### config.mk
export PLATFORM = sky130hd
export DESIGN_NAME = linear_probe_hash_table
export DESIGN_NICKNAME = d
export VERILOG_FILES = /design/src/lpht_pkg.sv /design/src/lpht_hash.sv /design/src/lpht_store.sv /design/src/lpht_ctrl.sv /design/src/linear_probe_hash_table.sv
export SDC_FILE = /design/constraint.sdc
export NUM_CORES = 2
export LEC_CHECK = 0
export BUFFER_PORTS_ARGS = -buffer_cell sky130_fd_sc_hd__buf_2
export CORE_MARGIN = 2
export CORE_UTILIZATION = 50
export DETAILED_ROUTE_END_ITERATION = 8
export PLACE_DENSITY = 0.66
export SLEW_MARGIN = 20
export SYNTH_ARGS = -nofsm -noshare
export SYNTH_HDL_FRONTEND = slang
export SYNTH_SLANG_ARGS = --single-unit
### constraint.sdc
create_clock -name clock -period 8 [get_ports clock]
set_input_delay 1.6 -clock clock [delete_from_list [all_inputs] [get_ports clock]]
set_output_delay 1.6 -clock clock [all_outputs]
set_load 0.01 [all_outputs]
### src/lpht_pkg.sv
// ----------------------------------------------------------------------------
// lpht_pkg
// Shared types and constants for the linear-probe hash table: request and
// response payloads, slot entry layout, opcode, tag and status codes.
// ----------------------------------------------------------------------------
package lpht_pkg;

   localparam int SLOTS_DEF     = 16;
   localparam int KEY_BYTES_DEF = 8;

   localparam int KEY_W         = 64;
   localparam int BYTE_W        = 8;
   localparam int MAX_KEY_BYTES = KEY_W / BYTE_W;
   localparam int VALUE_W       = 32;
   localparam int HASH_W        = 32;
   localparam int HASH_MULT     = 31;
   localparam int SLOT_OUT_W    = 4;
   localparam int STATUS_W      = 3;
   localparam int MOD_BITS      = 4;   // remainder bits retired per cycle

   localparam logic [VALUE_W-1:0] VALUE_MISS = '1;   // -1

   typedef enum logic [1:0] {
      OP_INSERT = 2'd0,
      OP_SEARCH = 2'd1,
      OP_DELETE = 2'd2
   } op_type;

   typedef enum logic [1:0] {
      TAG_EMPTY = 2'd0,
      TAG_LIVE  = 2'd1,
      TAG_TOMB  = 2'd2
   } tag_type;

   typedef enum logic [STATUS_W-1:0] {
      ST_NEW     = 3'd0,
      ST_UPDATED = 3'd1,
      ST_FULL    = 3'd2,
      ST_FOUND   = 3'd3,
      ST_MISS    = 3'd4,
      ST_DELETED = 3'd5
   } status_type;

   typedef struct packed {
      op_type                     op;
      logic [KEY_W-1:0]           key;
      logic signed [VALUE_W-1:0]  value;
   } req_type;

   typedef struct packed {
      status_type                 status;
      logic signed [VALUE_W-1:0]  result_value;
      logic [SLOT_OUT_W-1:0]      slot;
   } rsp_type;

   typedef struct packed {
      tag_type                    tag;
      logic [KEY_W-1:0]           key;
      logic [VALUE_W-1:0]         value;
   } entry_type;

endpackage

### src/lpht_hash.sv
// ----------------------------------------------------------------------------
// lpht_hash
// Key normalizer and home-slot hash: one key byte per cycle through the
// base-31 polynomial, then the remainder by a non-power-of-two SLOTS, MOD_BITS bits a cycle.
// ----------------------------------------------------------------------------
module lpht_hash #(
   parameter int  SLOTS     = lpht_pkg::SLOTS_DEF,
   parameter int  KEY_BYTES = lpht_pkg::KEY_BYTES_DEF,
   localparam int SLOT_W    = $clog2(SLOTS)
) (
   input  logic                       clock,
   input  logic                       reset,
   input  logic                       start,
   input  logic [lpht_pkg::KEY_W-1:0] key,
   output logic                       done,
   output logic [SLOT_W-1:0]          home,
   output logic [lpht_pkg::KEY_W-1:0] norm_key
);
   import lpht_pkg::*;

   localparam int  BYTE_CNT_W = $clog2(MAX_KEY_BYTES);
   localparam int  MOD_STEPS  = HASH_W / MOD_BITS;
   localparam int  MOD_CNT_W  = $clog2(MOD_STEPS);
   localparam bit  SLOTS_POW2 = ((SLOTS & (SLOTS - 1)) == 0);
   localparam logic [SLOT_W:0]       SLOTS_V   = (SLOT_W + 1)'(SLOTS);
   localparam logic [BYTE_CNT_W:0]   KEY_LIMIT = (BYTE_CNT_W + 1)'(KEY_BYTES);
   localparam logic [BYTE_CNT_W-1:0] BYTE_LAST = BYTE_CNT_W'(MAX_KEY_BYTES - 1);
   localparam logic [MOD_CNT_W-1:0]  MOD_LAST  = MOD_CNT_W'(MOD_STEPS - 1);

   typedef enum logic [1:0] {H_IDLE, H_BYTES, H_MOD} hash_state_type;

   hash_state_type          state_ff, state_in;
   logic [KEY_W-1:0]        keysh_ff, keysh_in;
   logic [KEY_W-1:0]        norm_ff, norm_in;
   logic [HASH_W-1:0]       h_ff, h_in;
   logic                    ended_ff, ended_in;
   logic [BYTE_CNT_W-1:0]   bcnt_ff, bcnt_in;
   logic [MOD_CNT_W-1:0]    mcnt_ff, mcnt_in;
   logic [SLOT_W:0]         rem_ff, rem_in;
   logic [SLOT_W-1:0]       home_ff, home_in;
   logic                    done_ff, done_in;

   logic [BYTE_W-1:0]       cur_byte;
   logic                    take;

   assign cur_byte = keysh_ff[KEY_W-1 -: BYTE_W];
   assign take     = !ended_ff && (cur_byte != '0) && ({1'b0, bcnt_ff} < KEY_LIMIT);

   always_comb begin
      logic [SLOT_W:0] r;
      state_in = state_ff;
      keysh_in = keysh_ff;
      norm_in  = norm_ff;
      h_in     = h_ff;
      ended_in = ended_ff;
      bcnt_in  = bcnt_ff;
      mcnt_in  = mcnt_ff;
      rem_in   = rem_ff;
      home_in  = home_ff;
      done_in  = 1'b0;
      r        = rem_ff;
      case (state_ff)
         H_IDLE: begin
            if (start) begin
               keysh_in = key;
               norm_in  = '0;
               h_in     = '0;
               ended_in = 1'b0;
               bcnt_in  = '0;
               state_in = H_BYTES;
            end
         end
         H_BYTES: begin
            keysh_in = keysh_ff << BYTE_W;
            norm_in  = {norm_ff[KEY_W-BYTE_W-1:0], (take ? cur_byte : BYTE_W'(0))};
            if (take) begin
               h_in = h_ff * HASH_W'(HASH_MULT) + HASH_W'(cur_byte);
            end
            ended_in = ended_ff | !take;
            bcnt_in  = bcnt_ff + 1'b1;
            if (bcnt_ff == BYTE_LAST) begin
               if (SLOTS_POW2) begin
                  home_in  = h_in[SLOT_W-1:0];
                  done_in  = 1'b1;
                  state_in = H_IDLE;
               end else begin
                  rem_in   = '0;
                  mcnt_in  = '0;
                  state_in = H_MOD;
               end
            end
         end
         H_MOD: begin
            // restoring remainder, MOD_BITS quotient bits per cycle
            for (int j = 0; j < MOD_BITS; j++) begin
               r = {r[SLOT_W-1:0], h_ff[HASH_W-1-j]};
               if (r >= SLOTS_V) begin
                  r = r - SLOTS_V;
               end
            end
            rem_in  = r;
            h_in    = h_ff << MOD_BITS;
            mcnt_in = mcnt_ff + 1'b1;
            if (mcnt_ff == MOD_LAST) begin
               home_in  = r[SLOT_W-1:0];
               done_in  = 1'b1;
               state_in = H_IDLE;
            end
         end
         default: begin
            state_in = H_IDLE;
         end
      endcase
   end

   always_ff @(posedge clock) begin
      keysh_ff <= keysh_in;
      norm_ff  <= norm_in;
      h_ff     <= h_in;
      ended_ff <= ended_in;
      bcnt_ff  <= bcnt_in;
      mcnt_ff  <= mcnt_in;
      rem_ff   <= rem_in;
      home_ff  <= home_in;
      if (reset) begin
         state_ff <= H_IDLE;
         done_ff  <= 1'b0;
      end else begin
         state_ff <= state_in;
         done_ff  <= done_in;
      end
   end

   assign done     = done_ff;
   assign home     = home_ff;
   assign norm_key = norm_ff;

endmodule

### src/lpht_store.sv
// ----------------------------------------------------------------------------
// lpht_store
// Slot memory: tag, key and value per slot, one write port and one read port
// with registered read data.
// ----------------------------------------------------------------------------
module lpht_store #(
   parameter int  SLOTS  = lpht_pkg::SLOTS_DEF,
   localparam int SLOT_W = $clog2(SLOTS)
) (
   input  logic                clock,
   input  logic                wr_en,
   input  logic [SLOT_W-1:0]   wr_addr,
   input  lpht_pkg::entry_type wr_data,
   input  logic [SLOT_W-1:0]   rd_addr,
   output lpht_pkg::entry_type rd_data
);
   import lpht_pkg::*;

   entry_type mem [SLOTS];
   entry_type rd_data_ff;

   always_ff @(posedge clock) begin
      if (wr_en) begin
         mem[wr_addr] <= wr_data;
      end
      rd_data_ff <= mem[rd_addr];
   end

   assign rd_data = rd_data_ff;

endmodule

### src/lpht_ctrl.sv
// ----------------------------------------------------------------------------
// lpht_ctrl
// Request sequencer: clears the tags after reset, launches the hash, walks
// the probe run one slot a cycle, writes back and holds the response register.
// ----------------------------------------------------------------------------
module lpht_ctrl #(
   parameter int  SLOTS  = lpht_pkg::SLOTS_DEF,
   localparam int SLOT_W = $clog2(SLOTS)
) (
   input  logic                       clock,
   input  logic                       reset,
   input  logic                       req_valid,
   output logic                       req_ready,
   input  lpht_pkg::req_type          req_data,
   output logic                       rsp_valid,
   input  logic                       rsp_ready,
   output lpht_pkg::rsp_type          rsp_data,
   output logic                       hash_start,
   output logic [lpht_pkg::KEY_W-1:0] hash_key,
   input  logic                       hash_done,
   input  logic [SLOT_W-1:0]          hash_home,
   input  logic [lpht_pkg::KEY_W-1:0] hash_norm,
   output logic                       mem_wr_en,
   output logic [SLOT_W-1:0]          mem_wr_addr,
   output lpht_pkg::entry_type        mem_wr_data,
   output logic [SLOT_W-1:0]          mem_rd_addr,
   input  lpht_pkg::entry_type        mem_rd_data
);
   import lpht_pkg::*;

   localparam logic [SLOT_W-1:0] SLOT_LAST = SLOT_W'(SLOTS - 1);

   typedef enum logic [2:0] {
      C_CLEAR, C_IDLE, C_HASH, C_PROBE, C_REPLY
   } ctrl_state_type;

   ctrl_state_type            state_ff, state_in;
   op_type                    op_ff, op_in;
   logic signed [VALUE_W-1:0] value_ff, value_in;
   logic [SLOT_W-1:0]         idx_ff, idx_in;
   logic [SLOT_W-1:0]         cnt_ff, cnt_in;
   rsp_type                   res_ff, res_in;
   logic                      rsp_valid_ff, rsp_valid_in;
   rsp_type                   rsp_data_ff, rsp_data_in;

   logic                      accept;
   logic                      live, hit, last;
   logic [SLOT_W-1:0]         idx_next;
   logic [SLOT_OUT_W-1:0]     idx_out;

   if (SLOT_W >= SLOT_OUT_W) begin : g_slot_trunc
      assign idx_out = idx_ff[SLOT_OUT_W-1:0];
   end else begin : g_slot_ext
      assign idx_out = {{(SLOT_OUT_W - SLOT_W){1'b0}}, idx_ff};
   end

   assign req_ready = (state_ff == C_IDLE);
   assign accept    = req_valid && req_ready;
   assign hash_key  = req_data.key;
   assign idx_next  = (idx_ff == SLOT_LAST) ? '0 : idx_ff + 1'b1;
   assign live      = (mem_rd_data.tag == TAG_LIVE);
   assign hit       = live && (mem_rd_data.key == hash_norm);
   assign last      = (cnt_ff == SLOT_LAST);

   always_comb begin
      state_in     = state_ff;
      op_in        = op_ff;
      value_in     = value_ff;
      idx_in       = idx_ff;
      cnt_in       = cnt_ff;
      res_in       = res_ff;
      rsp_valid_in = rsp_valid_ff && !rsp_ready;
      rsp_data_in  = rsp_data_ff;
      hash_start   = 1'b0;
      mem_wr_en    = 1'b0;
      mem_wr_addr  = idx_ff;
      mem_wr_data  = '{tag: TAG_EMPTY, key: '0, value: '0};
      mem_rd_addr  = idx_ff;
      case (state_ff)
         C_CLEAR: begin
            mem_wr_en = 1'b1;
            idx_in    = idx_next;
            if (idx_ff == SLOT_LAST) begin
               state_in = C_IDLE;
            end
         end
         C_IDLE: begin
            if (accept) begin
               op_in    = req_data.op;
               value_in = req_data.value;
               if (req_data.op inside {OP_INSERT, OP_SEARCH, OP_DELETE}) begin
                  hash_start = 1'b1;
                  state_in   = C_HASH;
               end else begin
                  res_in   = '{status: ST_MISS, result_value: VALUE_MISS, slot: '0};
                  state_in = C_REPLY;
               end
            end
         end
         C_HASH: begin
            mem_rd_addr = hash_home;
            if (hash_done) begin
               idx_in   = hash_home;
               cnt_in   = '0;
               state_in = C_PROBE;
            end
         end
         C_PROBE: begin
            // read the following slot ahead; dropped when the run stops here
            mem_rd_addr = idx_next;
            idx_in      = idx_next;
            cnt_in      = cnt_ff + 1'b1;
            case (op_ff)
               OP_INSERT: begin
                  if (live && !hit) begin
                     if (last) begin
                        res_in   = '{status: ST_FULL, result_value: '0, slot: '0};
                        state_in = C_REPLY;
                     end
                  end else begin
                     mem_wr_en   = 1'b1;
                     mem_wr_data = '{tag: TAG_LIVE, key: hash_norm, value: value_ff};
                     res_in      = '{status: (hit ? ST_UPDATED : ST_NEW),
                                     result_value: '0, slot: idx_out};
                     state_in    = C_REPLY;
                  end
               end
               OP_SEARCH, OP_DELETE: begin
                  if (hit) begin
                     if (op_ff == OP_DELETE) begin
                        mem_wr_en   = 1'b1;
                        mem_wr_data = '{tag: TAG_TOMB, key: mem_rd_data.key,
                                        value: mem_rd_data.value};
                        res_in      = '{status: ST_DELETED, result_value: '0, slot: idx_out};
                     end else begin
                        res_in      = '{status: ST_FOUND, result_value: mem_rd_data.value,
                                        slot: idx_out};
                     end
                     state_in = C_REPLY;
                  end else if (mem_rd_data.tag == TAG_EMPTY || last) begin
                     res_in   = '{status: ST_MISS,
                                  result_value: ((op_ff == OP_SEARCH) ? VALUE_MISS : '0),
                                  slot: '0};
                     state_in = C_REPLY;
                  end
               end
               default: begin
                  res_in   = '{status: ST_MISS, result_value: VALUE_MISS, slot: '0};
                  state_in = C_REPLY;
               end
            endcase
            if (state_in == C_REPLY) begin
               idx_in = idx_ff;
            end
         end
         C_REPLY: begin
            // hold until the output register is free
            if (!rsp_valid_ff || rsp_ready) begin
               rsp_valid_in = 1'b1;
               rsp_data_in  = res_ff;
               state_in     = C_IDLE;
            end
         end
         default: begin
            state_in = C_IDLE;
         end
      endcase
   end

   always_ff @(posedge clock) begin
      op_ff       <= op_in;
      value_ff    <= value_in;
      cnt_ff      <= cnt_in;
      res_ff      <= res_in;
      rsp_data_ff <= rsp_data_in;
      if (reset) begin
         state_ff     <= C_CLEAR;
         idx_ff       <= '0;
         rsp_valid_ff <= 1'b0;
      end else begin
         state_ff     <= state_in;
         idx_ff       <= idx_in;
         rsp_valid_ff <= rsp_valid_in;
      end
   end

   assign rsp_valid = rsp_valid_ff;
   assign rsp_data  = rsp_data_ff;

   a_write_states: assert property (@(posedge clock) disable iff (reset)
      mem_wr_en |-> (state_ff == C_CLEAR || state_ff == C_PROBE))
      else $error("slot memory written outside clear or probe");

   a_last_lap: assert property (@(posedge clock) disable iff (reset)
      (state_ff == C_PROBE && last) |=> (state_ff == C_REPLY))
      else $error("probe run went past one full lap");

   a_full_clean: assert property (@(posedge clock) disable iff (reset)
      (rsp_valid_ff && rsp_data_ff.status == ST_FULL)
         |-> (rsp_data_ff.slot == '0 && rsp_data_ff.result_value == '0))
      else $error("full response carries a slot or value");

   a_hash_done_waited: assert property (@(posedge clock) disable iff (reset)
      hash_done |-> (state_ff == C_HASH))
      else $error("hash finished while sequencer was not waiting");

   a_clear_blocks: assert property (@(posedge clock)
      (!reset && $past(reset)) |-> !req_ready)
      else $error("request taken before tag clear finished");

endmodule

### src/linear_probe_hash_table.sv
// ----------------------------------------------------------------------------
// linear_probe_hash_table
// Open-addressing hash table with linear probing and tombstones.
// A request is hashed over the key bytes, reduced by remainder when SLOTS
//   is not a power of two, and probed over 1 to SLOTS slots before the
//   response goes valid; requests are taken one at a time, and req_ready
//   returns when the response is loaded into the output register.
// Reset: the tag memory is cleared one slot per cycle, with req_ready low.
// ----------------------------------------------------------------------------
module linear_probe_hash_table #(
   parameter int SLOTS     = lpht_pkg::SLOTS_DEF,
   parameter int KEY_BYTES = lpht_pkg::KEY_BYTES_DEF
) (
   input  logic              clock,
   input  logic              reset,
   input  logic              req_valid,
   output logic              req_ready,
   input  lpht_pkg::req_type req_data,
   output logic              rsp_valid,
   input  logic              rsp_ready,
   output lpht_pkg::rsp_type rsp_data
);
   import lpht_pkg::*;

   localparam int SLOT_W = $clog2(SLOTS);

   logic              hash_start;
   logic [KEY_W-1:0]  hash_key;
   logic              hash_done;
   logic [SLOT_W-1:0] hash_home;
   logic [KEY_W-1:0]  hash_norm;
   logic              mem_wr_en;
   logic [SLOT_W-1:0] mem_wr_addr;
   entry_type         mem_wr_data;
   logic [SLOT_W-1:0] mem_rd_addr;
   entry_type         mem_rd_data;

   lpht_hash #(
      .SLOTS     (SLOTS),
      .KEY_BYTES (KEY_BYTES)
   ) u_hash (
      .clock    (clock),
      .reset    (reset),
      .start    (hash_start),
      .key      (hash_key),
      .done     (hash_done),
      .home     (hash_home),
      .norm_key (hash_norm)
   );

   lpht_store #(
      .SLOTS (SLOTS)
   ) u_store (
      .clock   (clock),
      .wr_en   (mem_wr_en),
      .wr_addr (mem_wr_addr),
      .wr_data (mem_wr_data),
      .rd_addr (mem_rd_addr),
      .rd_data (mem_rd_data)
   );

   lpht_ctrl #(
      .SLOTS (SLOTS)
   ) u_ctrl (
      .clock       (clock),
      .reset       (reset),
      .req_valid   (req_valid),
      .req_ready   (req_ready),
      .req_data    (req_data),
      .rsp_valid   (rsp_valid),
      .rsp_ready   (rsp_ready),
      .rsp_data    (rsp_data),
      .hash_start  (hash_start),
      .hash_key    (hash_key),
      .hash_done   (hash_done),
      .hash_home   (hash_home),
      .hash_norm   (hash_norm),
      .mem_wr_en   (mem_wr_en),
      .mem_wr_addr (mem_wr_addr),
      .mem_wr_data (mem_wr_data),
      .mem_rd_addr (mem_rd_addr),
      .mem_rd_data (mem_rd_data)
   );

endmodule
==> flow_summary.yaml <==
worst_setup_path:
  reg2reg_to: "u_store.mem[12][61]"
  cp_max_fo: 71
  critical_path_class: "flop to flop"
  cp-start-kind: "flop"
  required_ns: 8.51
  reg2reg_depth: 9
  r2r_start: "u_hash.norm_key[4]"
  reg2reg_slack_ns: 2.31
  arrival_ns: 6.19
  critPathCaptureType: "flop"
logic_synthesis:
  yosysMostFrequentCell: "edfxtp_1"
  synth-async-reset-ratio: 0
  synth.area.top_cells: "edfxtp_1 (74%), mux4_2 (12%), mux2i_1 (4.1%), dfxtp_1 (2.9%), a22o_1 (1.1%)"
  syn_nets: 3473
  avgSynthCellArea_um2: 22.0
  synth_cell_types: 44
  synth_edf_count: 1824
  synthesis.area_um2: 73600
  synth_flop_cell: "edfxtp_1"
  seq_area_frac_synth: 0.774
  synth-seq-cells: 1932
  synth_top_area_cell: "edfxtp_1"
  synth.top_cell.area_share: 0.744
  netlist_instances: 3352
  yosys-top-cells-count: "edfxtp_1 (1,824), mux4_2 (392), mux2i_1 (298), dfxtp_1 (108), a22o_1 (96)"
  synth_warnings: 0
clock_network:
  cts-root-buf: "clkbuf_16"
  ctsResizeCount: 0
  cts_tree: "done"
  cts_hold_buffers: 0
  post-cts-setup-buffer-count: 0
  clock-sinks: 1932
  htree_num_levels: 4
  cts_buffers: 191
  clockBufferDepth: 3
  path_clk_slew_ns: 0.06
  insertion_delay_ns: 0.83
power:
  power_leakage_nw: 26.1
  ir_worst_vdd_mv: 0.205
  powerDensity_nw_per_um2: 258
  total_power_w: 0.0215
placed_design:
  dp_hpwl_mm: 79.9
  gp_congestion: 0.742
  place_inst: 5297
  port_buffers: 142
  place_area_um2: 76800
  place_ws_ns: 2.10
routing:
  drt-vias-per-instance: 5.97
  ant_nets: 0
  drtIter0Drc: 3036
  wire_per_inst_um: 28.2
  num_vias: 33800
  routed_wl_mm: 159
  dr.pass1.iters: 6
  drc: 0
global_routing:
  grt_pass1_wl_mm: 234
  grt_max_degree: 154
  grt_pass1_vias: 34400
  overflow: 0
  grt_use_total: 0.213
  antenna_found_initial: 4
timing:
  setup_viol: 0
  fin_crit_ns: 5.69
  tns_ns: 0
  worst_slew_pin_slew_ns: 1.19
  rsz0062_at_grt: "no"
  final_max_slew_viol_count: 0
  hold_viol: 0
  post-route-period-util: 0.711
  worst_clock_skew_ns: 0.0657
  fmax_mhz: 176
  worst_slack_ns: 2.31
  slew_headroom: 0.205
finish:
  antenna_cells: 0
  multi_input_area_um2: 16100
  drive_above_1_share: 0.257
  syn_to_final_growth_pct: 13.2
  final_area_um2: 83300
  fin_cells: 5658
  final_nets: 3694
  seqCellArea_um2: 56900
  fillerInstances: 10500
worst_hold_path:
  min_to: "u_ctrl.rsp_data[24]"
  hold_path_class: "flop to flop"
  min_path_cells: 0
  min-delay-start: "u_ctrl.res_ff[24]"
floorplanning:
  rows: 140
  fp.dieW_um: 388
  coreArea_um2: 146000
  start_util: 0.504
  die-area_um2: 150000
  io_pins: 143
  chipHeight_um: 388
run:
  max_cap_viol_count: 0
status:
  outcome: "finished clean"
-- critical path, cell delays in order (launching register included) --
cell      delay, ns
edfxtp_1       0.41
xor2_1         0.21
nor4_1         0.86
nand4_1        0.39
nor4_4         0.68
nand2_1        0.37
nor3_4         0.25
buf_4          0.89
buf_4          0.69
a22o_1         0.56
-- routing by layer --
metal	wire (µm)	vias up	track usage
li1	-	14300	-
met3	10900	217	0.0388
met2	77800	1175	0.343
met1	67200	18100	0.304
met4	3550	0	0.0581
met5	0	-	0
-- how the worst max path moves through the flow --
stage                              startpoint             endpoint  slack (ns)  depth (start not counted)
final                      u_hash.norm_key[4]  u_store.mem[12][61]        2.31                          9
after global routing       u_hash.norm_key[4]  u_store.mem[10][48]        2.02                          9
after CTS                  u_hash.norm_key[4]   u_store.mem[8][59]        2.06                          9
after detailed placement   u_hash.norm_key[4]  u_store.mem[14][36]        2.10                          9
after global placement     u_hash.norm_key[4]   u_store.mem[8][59]        2.21                          9
after floorplan           u_hash.norm_key[25]   u_store.mem[15][0]        0.87                          9
-- stage by stage --
step	utilization	hold slack, ns
after floorplan	-	0.400
after global placement	0.526	0.401
final	0.571	0.419
after detailed placement	0.526	0.405
after global routing	0.571	0.427
after CTS	0.571	0.419
-- registers in the layout (all words and copies together) (netlist names), 32 cells and up --
register         count
u_ctrl.res_ff       39
u_ctrl.rsp_data     39
u_ctrl.value_ff     32
u_hash.keysh_ff     64
u_hash.norm_key     64
u_store.mem       1568
u_store.rd_data     98
-- cell type report --
| cell class | count | share of cell area |
|---|---|---|
| sequential | 1932 | 0.684 |
| timing repair buffer | 198 | 0.0167 |
| clock inverter | 100 | 0.0142 |
| multi-input combinational | 1241 | 0.193 |
| clock buffer | 261 | 0.0632 |
| tap | 1917 | 0.0288 |
| inverter | 9 | 0.000406 |
-- placed cells by master (no fill, tap or decap), types with 35 or more instances in the layout --
master and instances:
buf_4 35, clkbuf_16 191, dfxtp_1 107, mux2i_1 298
a22o_1 96, edfxtp_1 1824, clkbuf_1 48, nand2_1 80
mux4_2 392, buf_2 142, xor2_1 65, and2_1 72
mux2_2 61
-- cells by family after synthesis --
kind of cell               Yosys count  share of synthesized area
AOI/OAI and AO/OA                  135                     0.0149
xor gates and xnor gates            73                    0.00869
adders and majority gates           19                    0.00343
buffers and inverters              179                     0.0105
DFF                               1932                      0.774
muxes                              751                      0.170
and+or+nand+nor                    263                     0.0190
-- power by group --
part / internal, W / switching, W
combinational: 0.000468 / 0.000607
clock: 0.00522 / 0.00381
sequential: 0.0112 / 0.000119
Note: power is estimated with default switching activity, not from simulation.
